$ cat src/rtl/assert_macros.svh
// assertion helpers, compiled out for synthesis
`ifndef ASSERT_MACROS_SVH
`define ASSERT_MACROS_SVH

`ifndef SYNTHESIS

`define ASSERT_IMPL(label, clk, rstn, ante, cons) \
    label: assert property (@(posedge clk) disable iff (!(rstn)) (ante) |-> (cons)) \
        else $error("assertion failed");

`define ASSERT_NEXT(label, clk, rstn, ante, cons) \
    label: assert property (@(posedge clk) disable iff (!(rstn)) (ante) |=> (cons)) \
        else $error("assertion failed");

`else

`define ASSERT_IMPL(label, clk, rstn, ante, cons)

`define ASSERT_NEXT(label, clk, rstn, ante, cons)

`endif

`endif

$ cat src/rtl/dcdp_pkg.sv
package dcdp_pkg;

    localparam int CFG_ADDR_W = 3;
    localparam int CFG_DATA_W = 32;

    localparam logic       REG_IDX_EXPECTED_TAG = 1'b0;
    localparam logic [7:0] EXPECTED_TAG_RESET   = 8'hC7;
    localparam logic [8:0] HEADER_BYTES         = 9'd2;
    localparam logic [7:0] LANG_LAST_OFFSET     = 8'd2;
    localparam logic [7:0] OFFSET_MAX           = 8'hFF;

    typedef enum logic [3:0] {
        PH_TAG     = 4'd0,
        PH_LEN     = 4'd1,
        PH_CID     = 4'd2,
        PH_ENTRY   = 4'd3,
        PH_SELLEN  = 4'd4,
        PH_SEL     = 4'd5,
        PH_REFCNT  = 4'd6,
        PH_REF     = 4'd7,
        PH_LANG    = 4'd8,
        PH_TEXTLEN = 4'd9,
        PH_TEXT    = 4'd10,
        PH_TRAIL   = 4'd11
    } phase_t;

    typedef enum logic [3:0] {
        CLS_TAG     = 4'd0,
        CLS_LEN     = 4'd1,
        CLS_CID     = 4'd2,
        CLS_ENTRY   = 4'd3,
        CLS_SELLEN  = 4'd4,
        CLS_SEL     = 4'd5,
        CLS_REFCNT  = 4'd6,
        CLS_REF     = 4'd7,
        CLS_LANG    = 4'd8,
        CLS_TEXTLEN = 4'd9,
        CLS_TEXT    = 4'd10,
        CLS_TRAIL   = 4'd11,
        CLS_DISCARD = 4'd12
    } class_t;

    typedef enum logic [2:0] {
        ST_BUSY    = 3'd0,
        ST_OK      = 3'd1,
        ST_BADTAG  = 3'd2,
        ST_TRUNC   = 3'd3,
        ST_ZEROLEN = 3'd4,
        ST_OVERRUN = 3'd5
    } status_t;

endpackage

$ cat src/rtl/dcdp_cfg.sv
module dcdp_cfg (
    input  logic                              aclk,
    input  logic                              aresetn,
    input  logic                              psel,
    input  logic                              penable,
    input  logic                              pwrite,
    input  logic [dcdp_pkg::CFG_ADDR_W-1:0]   paddr,
    input  logic [dcdp_pkg::CFG_DATA_W-1:0]   pwdata,
    output logic [dcdp_pkg::CFG_DATA_W-1:0]   prdata,
    output logic                              pready,
    output logic [7:0]                        expected_tag
);

    logic [7:0] expected_tag_reg;
    logic       wr_en;

    assign pready = 1'b1;
    assign wr_en  = psel && penable && pwrite && pready
                    && (paddr[2] == dcdp_pkg::REG_IDX_EXPECTED_TAG);

    always_ff @(posedge aclk) begin
        if (!aresetn) begin
            expected_tag_reg <= dcdp_pkg::EXPECTED_TAG_RESET;
        end else if (wr_en) begin
            expected_tag_reg <= pwdata[7:0];
        end
    end

    always_comb begin
        prdata = '0;
        if (paddr[2] == dcdp_pkg::REG_IDX_EXPECTED_TAG) begin
            prdata = {(dcdp_pkg::CFG_DATA_W - 8)'(0), expected_tag_reg};
        end
    end

    assign expected_tag = expected_tag_reg;

endmodule

$ cat src/rtl/data_content_descriptor_parser_unit.sv
// result: each accepted input beat yields one result beat, held in the output register
// throughput: one byte per cycle; s_tready falls only while the output register is full
// and stalled by m_tready
// reset: synchronous active-low aresetn; parser waits for a tag, expected tag returns to 0xC7
`include "assert_macros.svh"

module data_content_descriptor_parser_unit (
    input  logic                              aclk,
    input  logic                              aresetn,
    input  logic                              s_tvalid,
    output logic                              s_tready,
    input  logic [7:0]                        s_tdata,   // data_byte
    input  logic                              s_tlast,   // end_of_data
    output logic                              m_tvalid,
    input  logic                              m_tready,
    // field_offset[7:0], byte_value[15:8], status[18:16], descriptor_size[27:19], zero[31:28]
    output logic [31:0]                       m_tdata,
    output logic [3:0]                        m_tuser,   // byte_class
    output logic                              m_tlast,   // done_res
    input  logic                              psel,
    input  logic                              penable,
    input  logic                              pwrite,
    input  logic [dcdp_pkg::CFG_ADDR_W-1:0]   paddr,
    input  logic [dcdp_pkg::CFG_DATA_W-1:0]   pwdata,
    output logic [dcdp_pkg::CFG_DATA_W-1:0]   prdata,
    output logic                              pready
);

    logic [7:0] expected_tag;

    dcdp_cfg u_cfg (
        .aclk         (aclk),
        .aresetn      (aresetn),
        .psel         (psel),
        .penable      (penable),
        .pwrite       (pwrite),
        .paddr        (paddr),
        .pwdata       (pwdata),
        .prdata       (prdata),
        .pready       (pready),
        .expected_tag (expected_tag)
    );

    dcdp_pkg::phase_t  phase_reg, phase_next;
    logic [7:0]        body_rem_reg, body_rem_next;
    logic [7:0]        body_len_reg, body_len_next;
    logic [7:0]        field_rem_reg, field_rem_next;
    logic [7:0]        offset_reg, offset_next;
    logic              discard_reg, discard_next;

    dcdp_pkg::class_t  res_cls;
    logic [7:0]        res_off;
    logic              res_done;
    dcdp_pkg::status_t res_st;
    logic [8:0]        res_size;

    logic              out_valid_reg;
    dcdp_pkg::class_t  out_cls_reg;
    logic [7:0]        out_off_reg;
    logic [7:0]        out_byte_reg;
    logic              out_done_reg;
    dcdp_pkg::status_t out_st_reg;
    logic [8:0]        out_size_reg;

    logic accept;
    assign s_tready = !out_valid_reg || m_tready;
    assign accept   = s_tvalid && s_tready;

    always_comb begin
        dcdp_pkg::phase_t  nxt;
        dcdp_pkg::status_t err;
        logic              do_restart;
        logic [7:0]        fr_dec;
        logic [7:0]        br_dec;

        phase_next     = phase_reg;
        body_rem_next  = body_rem_reg;
        body_len_next  = body_len_reg;
        field_rem_next = field_rem_reg;
        offset_next    = offset_reg;
        discard_next   = discard_reg;
        res_cls        = dcdp_pkg::CLS_TAG;
        res_off        = '0;
        res_done       = 1'b0;
        res_st         = dcdp_pkg::ST_BUSY;
        res_size       = '0;
        err            = dcdp_pkg::ST_BUSY;
        do_restart     = 1'b0;
        nxt            = phase_reg;
        fr_dec         = field_rem_reg - 8'd1;
        br_dec         = body_rem_reg - 8'd1;

        if (discard_reg) begin
            res_cls = dcdp_pkg::CLS_DISCARD;
            res_off = offset_reg;
            if (offset_reg != dcdp_pkg::OFFSET_MAX) begin
                offset_next = offset_reg + 8'd1;
            end
            if (s_tlast) begin
                discard_next = 1'b0;
                do_restart   = 1'b1;
            end
        end else if (phase_reg == dcdp_pkg::PH_TAG) begin
            res_cls = dcdp_pkg::CLS_TAG;
            if (s_tlast) begin
                err = dcdp_pkg::ST_TRUNC;
            end else if (s_tdata != expected_tag) begin
                err = dcdp_pkg::ST_BADTAG;
            end else begin
                phase_next = dcdp_pkg::PH_LEN;
            end
        end else if (phase_reg == dcdp_pkg::PH_LEN) begin
            res_cls = dcdp_pkg::CLS_LEN;
            if (s_tdata == 8'd0) begin
                err = dcdp_pkg::ST_ZEROLEN;
            end else if (s_tlast) begin
                err = dcdp_pkg::ST_TRUNC;
            end else begin
                body_len_next = s_tdata;
                body_rem_next = s_tdata;
                phase_next    = dcdp_pkg::PH_CID;
                offset_next   = '0;
            end
        end else begin
            res_cls = dcdp_pkg::class_t'(phase_reg);
            res_off = offset_reg;
            unique case (phase_reg)
                dcdp_pkg::PH_CID: begin
                    nxt = (offset_reg >= 8'd1) ? dcdp_pkg::PH_ENTRY : dcdp_pkg::PH_CID;
                end
                dcdp_pkg::PH_ENTRY: begin
                    nxt = dcdp_pkg::PH_SELLEN;
                end
                dcdp_pkg::PH_SELLEN: begin
                    field_rem_next = s_tdata;
                    nxt = (s_tdata != 8'd0) ? dcdp_pkg::PH_SEL : dcdp_pkg::PH_REFCNT;
                end
                dcdp_pkg::PH_SEL: begin
                    field_rem_next = fr_dec;
                    nxt = (fr_dec == 8'd0) ? dcdp_pkg::PH_REFCNT : dcdp_pkg::PH_SEL;
                end
                dcdp_pkg::PH_REFCNT: begin
                    field_rem_next = s_tdata;
                    nxt = (s_tdata != 8'd0) ? dcdp_pkg::PH_REF : dcdp_pkg::PH_LANG;
                end
                dcdp_pkg::PH_REF: begin
                    field_rem_next = fr_dec;
                    nxt = (fr_dec == 8'd0) ? dcdp_pkg::PH_LANG : dcdp_pkg::PH_REF;
                end
                dcdp_pkg::PH_LANG: begin
                    nxt = (offset_reg >= dcdp_pkg::LANG_LAST_OFFSET)
                          ? dcdp_pkg::PH_TEXTLEN : dcdp_pkg::PH_LANG;
                end
                dcdp_pkg::PH_TEXTLEN: begin
                    field_rem_next = s_tdata;
                    nxt = (s_tdata != 8'd0) ? dcdp_pkg::PH_TEXT : dcdp_pkg::PH_TRAIL;
                end
                dcdp_pkg::PH_TEXT: begin
                    field_rem_next = fr_dec;
                    nxt = (fr_dec == 8'd0) ? dcdp_pkg::PH_TRAIL : dcdp_pkg::PH_TEXT;
                end
                default: begin
                    nxt = dcdp_pkg::PH_TRAIL;
                end
            endcase
            if (nxt != phase_reg) begin
                phase_next  = nxt;
                offset_next = '0;
            end else if (offset_reg != dcdp_pkg::OFFSET_MAX) begin
                offset_next = offset_reg + 8'd1;
            end
            body_rem_next = br_dec;
            if (br_dec == 8'd0) begin
                if (nxt == dcdp_pkg::PH_TRAIL) begin
                    res_st     = dcdp_pkg::ST_OK;
                    res_done   = 1'b1;
                    res_size   = dcdp_pkg::HEADER_BYTES + {1'b0, body_len_reg};
                    do_restart = 1'b1;
                end else begin
                    err = dcdp_pkg::ST_OVERRUN;
                end
            end else if (s_tlast) begin
                err = dcdp_pkg::ST_TRUNC;
            end
        end

        if (err != dcdp_pkg::ST_BUSY) begin
            res_st       = err;
            res_done     = 1'b1;
            do_restart   = 1'b1;
            discard_next = !s_tlast;
        end

        if (do_restart) begin
            phase_next     = dcdp_pkg::PH_TAG;
            body_rem_next  = '0;
            body_len_next  = '0;
            field_rem_next = '0;
            offset_next    = '0;
        end
    end

    always_ff @(posedge aclk) begin
        if (!aresetn) begin
            phase_reg     <= dcdp_pkg::PH_TAG;
            body_rem_reg  <= '0;
            body_len_reg  <= '0;
            field_rem_reg <= '0;
            offset_reg    <= '0;
            discard_reg   <= 1'b0;
        end else if (accept) begin
            phase_reg     <= phase_next;
            body_rem_reg  <= body_rem_next;
            body_len_reg  <= body_len_next;
            field_rem_reg <= field_rem_next;
            offset_reg    <= offset_next;
            discard_reg   <= discard_next;
        end
    end

    always_ff @(posedge aclk) begin
        if (!aresetn) begin
            out_valid_reg <= 1'b0;
        end else if (accept) begin
            out_valid_reg <= 1'b1;
        end else if (m_tready) begin
            out_valid_reg <= 1'b0;
        end
    end

    // result beat payload
    always_ff @(posedge aclk) begin
        if (accept) begin
            out_cls_reg  <= res_cls;
            out_off_reg  <= res_off;
            out_byte_reg <= s_tdata;
            out_done_reg <= res_done;
            out_st_reg   <= res_st;
            out_size_reg <= res_size;
        end
    end

    assign m_tvalid = out_valid_reg;
    assign m_tuser  = out_cls_reg;
    assign m_tlast  = out_done_reg;
    assign m_tdata  = {4'b0000, out_size_reg, out_st_reg, out_byte_reg, out_off_reg};

    `ASSERT_IMPL(a_discard_waits_tag, aclk, aresetn,
        discard_reg, phase_reg == dcdp_pkg::PH_TAG)
    `ASSERT_IMPL(a_header_counters_clear, aclk, aresetn,
        !discard_reg && (phase_reg == dcdp_pkg::PH_TAG || phase_reg == dcdp_pkg::PH_LEN),
        offset_reg == 8'd0 && body_rem_reg == 8'd0)
    `ASSERT_IMPL(a_body_not_exhausted, aclk, aresetn,
        !discard_reg && phase_reg != dcdp_pkg::PH_TAG && phase_reg != dcdp_pkg::PH_LEN,
        body_rem_reg != 8'd0)
    `ASSERT_IMPL(a_done_matches_status, aclk, aresetn,
        out_valid_reg, out_done_reg == (out_st_reg != dcdp_pkg::ST_BUSY))
    `ASSERT_IMPL(a_size_only_when_ok, aclk, aresetn,
        out_valid_reg && out_st_reg != dcdp_pkg::ST_OK, out_size_reg == 9'd0)
    `ASSERT_NEXT(a_end_of_data_stops_discard, aclk, aresetn,
        accept && s_tlast, !discard_reg)

endmodule

$ cat config.mk
export PLATFORM = sky130hd
export DESIGN_NAME = data_content_descriptor_parser_unit
export DESIGN_NICKNAME = d
export VERILOG_FILES = /design/src/rtl/dcdp_pkg.sv /design/src/rtl/dcdp_cfg.sv /design/src/rtl/data_content_descriptor_parser_unit.sv
export VERILOG_INCLUDE_DIRS = /design/src /design/src/rtl
export SDC_FILE = /design/constraint.sdc
export NUM_CORES = 1
export LEC_CHECK = 0
export ABC_CLOCK_PERIOD_IN_PS = 4300
export BUFFER_PORTS_ARGS = -buffer_cell sky130_fd_sc_hd__buf_2
export CAP_MARGIN = 20
export CORE_AREA = 5 5 107 109
export DETAILED_ROUTE_END_ITERATION = 6
export DIE_AREA = 0 0 112 114
export PLACE_DENSITY = 0.66
export RECOVER_POWER = 100
export REMOVE_ABC_BUFFERS = 1
export SKIP_LAST_GASP = 1
export SYNTH_ARGS = -nofsm -noshare
export SYNTH_HDL_FRONTEND = slang
export SYNTH_SLANG_ARGS = --single-unit
$ cat constraint.sdc
create_clock -name aclk -period 4.3 [get_ports aclk]
set_input_delay 0.86 -clock aclk [delete_from_list [all_inputs] [get_ports aclk]]
set_output_delay 0.86 -clock aclk [all_outputs]
set_load 0.1 [all_outputs]
== Word level (Yosys, flattened, before mapping) ==
Index checks and enable logic that the tools add are counted.

* Eq/ne operators: 28
* Bitwise gates (word level): 3
* Add/sub/neg operators: 4
* Reductions and logical operators: 27
* $lt $le $gt $ge: 2
* Mux-type cells: 78

{| class="wikitable"
|+ Operator list
! operator !! number
|-
| $mux 8 || 26
|-
| $mux 4 || 16
|-
| $pmux 4 s9 || 1
|-
| $logic_not 8->1 || 3
|-
| $mux 1 || 22
|-
| $mux 3 || 7
|-
| $eq 4x3->1 const B || 4
|-
| $eq 4x4->1 const B || 4
|-
| $pmux 8 s2 || 1
|-
| $sub 8x1->8 const B || 2
|-
| $ne 3x2->1 const B || 5
|-
| $ne 4x3->1 const B || 3
|-
| $mux 2 || 5
|-
| $ne 2x1->1 const B || 5
|-
| $reduce_and 5->1 || 2
|-
| $add 2x8->9 const A || 1
|-
| $reduce_or 3->1 || 3
|-
| $add 8x1->8 const B || 1
|-
| $eq 4x2->1 const B || 2
|-
| $ge 8x1->1 const B || 1
|-
| $ge 8x2->1 const B || 1
|-
| $ne 8x8->1 || 1
|-
| $ne 8x8->1 const B || 1
|-
| $reduce_bool 8->1 || 1
|-
| other kinds (16) || 24
|}

* Input port bits: 51
* Logic and storage cells: 158
* Output and inout bits: 72
* Bits in registers: 79

== Logic depth before layout (Yosys ltp) ==
* Depth in word-level cells: 17
* Depth in mapped cells: 11
* Mapped depth without buffers: 10

== By module ==
From an unflattened synthesis, not the netlist that was laid out.

* Cells, all modules: 557
* Area total of the unflattened synthesis: 4835.9 µm²

{| class="wikitable"
|+ Modules (own cells, without submodules)
! module !! area each (µm²) !! seq. area each (µm²) !! cells an instance !! instances
|-
| data_content_descriptor_parser_unit || 4220.3 || 1751.7 || 487 || 1
|-
| dcdp_cfg || 615.6 || 160.2 || 70 || 1
|}

== Worst setup path after synthesis ==
Ideal clock, no wire load.

* Kind: input port to flip-flop
* Start: input m_tready
* End: register field_rem_reg[0]
* Arrival time: 3.906 ns
* Path buffers: 1
* Path slack: 0.319 ns
* Setup time: 0.075 ns
* Data required time: 4.225 ns
* Stages on the path: 7
* Cells stage by stage: nand2b_1 nand2_1 inv_1 nand2_1 or4_1 clkbuf_1 o22ai_1

* Cells in the longest elaborated chain, start to end: 3

{| class="wikitable"
|+ Ends and longest elaborated chain
! element !! RTL line !! text
|-
| start: declaration || data_content_descriptor_parser_unit.sv:15 || <nowiki>input logic m_tready,</nowiki>
|-
| $logic_or 1x1->1 || data_content_descriptor_parser_unit.sv:66 || <nowiki>assign s_tready = !out_valid_reg || m_tready;</nowiki>
|-
| $logic_and 1x1->1 || data_content_descriptor_parser_unit.sv:67 || <nowiki>assign accept = s_tvalid && s_tready;</nowiki>
|-
| via accept || data_content_descriptor_parser_unit.sv:65 || <nowiki>logic accept;</nowiki>
|-
| $reduce_and 5->1 (no line) || -- ||
|-
| end signal: assignment || data_content_descriptor_parser_unit.sv:215 || <nowiki>field_rem_reg <= field_rem_next;</nowiki>
|-
| end: declaration || data_content_descriptor_parser_unit.sv:47 || <nowiki>logic [7:0] field_rem_reg, field_rem_next;</nowiki>
|}

The timed path passes the listed nets, and every way through them passes these cells.
A chain may end at the register's enable or synchronous reset.

== Final worst setup path ==
* Start: input s_tdata[5]
* End: register offset_reg[1]

* Cells in the longest elaborated chain, start to end: 16
* Elaborated cells on any way between the ends: 36
* Those cells by class: eq/ne (6); mux (26); reduce/logical (4)

{| class="wikitable"
|+ Ends and longest elaborated chain
! element !! RTL line !! text
|-
| start: declaration || data_content_descriptor_parser_unit.sv:12 || <nowiki>input logic [7:0] s_tdata,</nowiki>
|-
| $reduce_bool 8->1 || data_content_descriptor_parser_unit.sv:136, data_content_descriptor_parser_unit.sv:144, data_content_descriptor_parser_unit.sv:156 ||
|-
| $mux 1, or another cell as far along || data_content_descriptor_parser_unit.sv:156 || <nowiki>nxt = (s_tdata != 8'd0) ? dcdp_pkg::PH_TEXT : dcdp_pkg::PH_TRAIL;</nowiki>
|-
| $pmux 4 s9 || data_content_descriptor_parser_unit.sv:127 || <nowiki>unique case (phase_reg)</nowiki>
|-
| $mux 4 || data_content_descriptor_parser_unit.sv:112 || <nowiki>end else if (phase_reg == dcdp_pkg::PH_LEN) begin</nowiki>
|-
| $mux 4 || data_content_descriptor_parser_unit.sv:103 || <nowiki>end else if (phase_reg == dcdp_pkg::PH_TAG) begin</nowiki>
|-
| $mux 4 || data_content_descriptor_parser_unit.sv:93 || <nowiki>if (discard_reg) begin</nowiki>
|-
| $eq 4x4->1 || data_content_descriptor_parser_unit.sv:174 || <nowiki>if (nxt == dcdp_pkg::PH_TRAIL) begin</nowiki>
|-
| $mux 3 || data_content_descriptor_parser_unit.sv:174 ||
|-
| $mux 3 || data_content_descriptor_parser_unit.sv:173 || <nowiki>if (br_dec == 8'd0) begin</nowiki>
|-
| $mux 3 || data_content_descriptor_parser_unit.sv:112 ||
|-
| $mux 3 || data_content_descriptor_parser_unit.sv:103 ||
|-
| $mux 3 || data_content_descriptor_parser_unit.sv:93 ||
|-
| $reduce_bool 3->1 || data_content_descriptor_parser_unit.sv:187 || <nowiki>if (err != dcdp_pkg::ST_BUSY) begin</nowiki>
|-
| $mux 1 || data_content_descriptor_parser_unit.sv:187 ||
|-
| $ne 4x3->1 (no line) / $ne 3x2->1 (equally long branches) || -- ||
|-
| $reduce_and 4->1 (no line) || -- ||
|-
| end signal: assignment || data_content_descriptor_parser_unit.sv:216 || <nowiki>offset_reg <= offset_next;</nowiki>
|-
| end: declaration || data_content_descriptor_parser_unit.sv:48 || <nowiki>logic [7:0] offset_reg, offset_next;</nowiki>
|}

Parallel ways exist; a longest one is shown, timed or not. The select of a mux whose other input is x is not followed.

==> results.sh <==
export IMPL_drive_above_1_share_pct=8.191
export IMPL_post_route_util_pct=47.30
export IMPL_muxShareOfSynthArea_pct=0.4420
export IMPL_dr_wl_met3_um=782
export IMPL_rsz0062_at_grt="false"
export IMPL_finalClockSkew_ps=9.803
export IMPL_finalWorstSetupSlack_ps=679.1
export IMPL_hold_ws_ps=493.0
export IMPL_final_common_cell="clkbuf_1"
export IMPL_ios=123
export IMPL_cts_max_path_buffers=2
export IMPL_clock_sinks=79
export IMPL_gp_congestion=0.8777
export IMPL_finalHoldViolCount=0
export IMPL_vias=3926
export IMPL_arrival_ps=3930
export IMPL_post_cts_resized=0
export IMPL_diodes=0
export IMPL_cts_hold_buffers_added=0
export IMPL_status="complete, but fails checks"
export IMPL_cts_tree="yes"
export IMPL_dp_hpwl_um=7979
export IMPL_violations="max-capacitance violations, max-slew violations"
export IMPL_die_area_um2=12770
export IMPL_rows=38
export IMPL_fin_crit_sh_pct=84.21
export IMPL_drt_iter0_drc=264
export IMPL_dr_pass1_iters=4
export IMPL_dieHeight_um=114
export IMPL_pre_cts_ws_ps=550.4
export IMPL_wl_met2_um=5313
export IMPL_drtAntennaViolNets=0
export IMPL_first_global_vias=3793
export IMPL_yosysUniqueCellTypes=68
export IMPL_top_layer="met4"
export IMPL_slew_headroom_pct=-19.84
export IMPL_ir_worst_vdd_uv=178.5
export IMPL_path_max_fanout=8
export IMPL_clkSlewWorstSetupHoldPaths_ps=90
export IMPL_wl_um=10920
export IMPL_cts_htree_levels=3
export IMPL_maxSlewViolCount=35
export IMPL_cp_start_kind="input port"
export IMPL_grt_overflow=0
export IMPL_power_density_nw_per_um2=366.3
export IMPL_cap_violations=1
export IMPL_p_leak_nw=1.893
export IMPL_post_route_min_period_ps=3621
export IMPL_vias_per_cell=5.408
export IMPL_ys_seq_elements=79
export IMPL_synth_top_family_by_area="simple AND/OR/NAND/NOR gates"
export IMPL_grt_usage_pct=17.36
export IMPL_synth_async_reset_ratio_pct=0
export IMPL_hold_class="reg -> reg"
export IMPL_netlist_instances=519
export IMPL_clock_tree_root_cell="clkbuf_8"
export IMPL_coreArea_um2=10510
export IMPL_post_cts_buffers=0
export IMPL_crit_type="in -> reg"
export IMPL_met1_length_um=4552
export IMPL_yosys_warnings=0
export IMPL_setup_violations=0
export IMPL_drc_errors=0
export IMPL_grt_max_degree=37
export IMPL_synth_compound_area_share_pct=18.18
export IMPL_fp_dieW_um=112
export IMPL_tightest_slew_ps=1798
export IMPL_syn_avg_cell_area_um2=8.727
export IMPL_nNetsFinal=641
export IMPL_syn_area_um2=4529
export IMPL_synth_edf_count=33
export IMPL_ys_seq_area_share_pct=42.21
export IMPL_numCtsBuffers=9
export IMPL_worstPathRequired_ps=4610
export IMPL_synth_adder_area_share_pct=2.707
export IMPL_mostFrequentLayoutCells="clkbuf_1 (57), nand2_1 (50), nor2_1 (49)"
export IMPL_largest_reg_flops=9
export IMPL_ys_flop_type="dfxtp_1"
export IMPL_antenna_found_initial=0
export IMPL_synth_simple_gate_area_share_pct=24.01
export IMPL_avgRoutedWirePerCell_um=15.05
export IMPL_grt_pass1_wl_um=18030
export IMPL_port_buffer_count=67
export IMPL_end_kind="flip-flop"
export IMPL_fin_tns_setup_ps=0
export IMPL_start_util_pct=43.11
export IMPL_worstSkewPairLatency_ps=360
export IMPL_synthXorXnorAreaFrac_pct=4.061
export IMPL_syn_to_final_growth_pct=9.724
export IMPL_clock_fmax_mhz=276.2
-- final cells by class --
cell class,instances,area [um^2]
flip-flops and latches,79,1912
clock buffers,9,123.9
multi-input cells,397,2318
inverters,19,71.32
clock inverters,7,55.05
fillers,1071,5538
repair buffers,75,314.1
well taps,140,175.2
-- metrics by stage --
| step | total power, mW | std cells | cell area, um^2 |
|---|---|---|---|
| global route | 1.903 | 726 | 4970 |
| floorplan | 1.243 | 495 | 4329 |
| detailed placement | 1.336 | 710 | 4900 |
| global placement | 1.332 | 710 | 4900 |
| CTS | 1.845 | 726 | 5079 |
| finish | 1.821 | 726 | 4970 |
-- final timing paths --
kind                                 startpoint                            endpoint  slack (ps)  cells after the start
max                                  s_tdata[5]          offset_reg[1]$_SDFFE_PN0P_         680                      9
min          u_cfg.expected_tag[5]$_SDFFE_PN0P_  u_cfg.expected_tag[5]$_SDFFE_PN0P_         490                      2
max reg2reg        body_rem_reg[0]$_SDFFE_PN0P_        body_len_reg[0]$_SDFFE_PN0P_         820                     10
min reg2reg  u_cfg.expected_tag[5]$_SDFFE_PN0P_  u_cfg.expected_tag[5]$_SDFFE_PN0P_         490                      2
-- logic make-up (layout without fill, tap and decap cells) --
family | count (synthesis) | count (layout)
other cells | 2 | 29
compound gates | 122 | 122
xor+xnor | 21 | 21
fa+ha+maj | 10 | 10
simple gates | 213 | 213
mux | 2 | 2
buf+inv | 70 | 110
flops | 79 | 79
-- synthesized netlist by cell type, types with 9 or more instances --
library cell   n  area (um^2)
a21oi_1       38        190.2
a22oi_1        9        67.56
and3_1         9        56.30
buf_4         29        217.7
clkbuf_1      21        78.83
dfxtp_1       46        920.9
edfxtp_1      33        991.0
ha_1           9        112.6
inv_1         18        67.56
nand2_1       50        187.7
nand3_1       31        155.2
nor2_1        49        183.9
nor2b_1       16        100.1
nor3_1        17        85.08
o21ai_0       24        120.1
xnor2_1       15        131.4
-- where the power goes --
part           switching [mW]  internal [mW]  leakage, nW
sequential             0.0193          0.811        0.699
clock                   0.297          0.216       0.0919
combinational           0.401         0.0751         1.10
-- metal layers --
metal / global-route usage (%) / up-vias
li1: - / 1934
met2: 29.30 / 116
met4: 7.692 / 0
met3: 4.085 / 20
met5: 0 / -
met1: 21.23 / 1856
-- worst max-delay path, cell delays in order --
cell and delay, ps:
clkbuf_1 210, or4_1 670, o21a_1 260, a2111o_1 450, a211oi_4 220, o21ai_0 210
o41ai_4 540, and3_1 320, a32o_1 180
No activity file was read; power rests on OpenSTA's default activity.
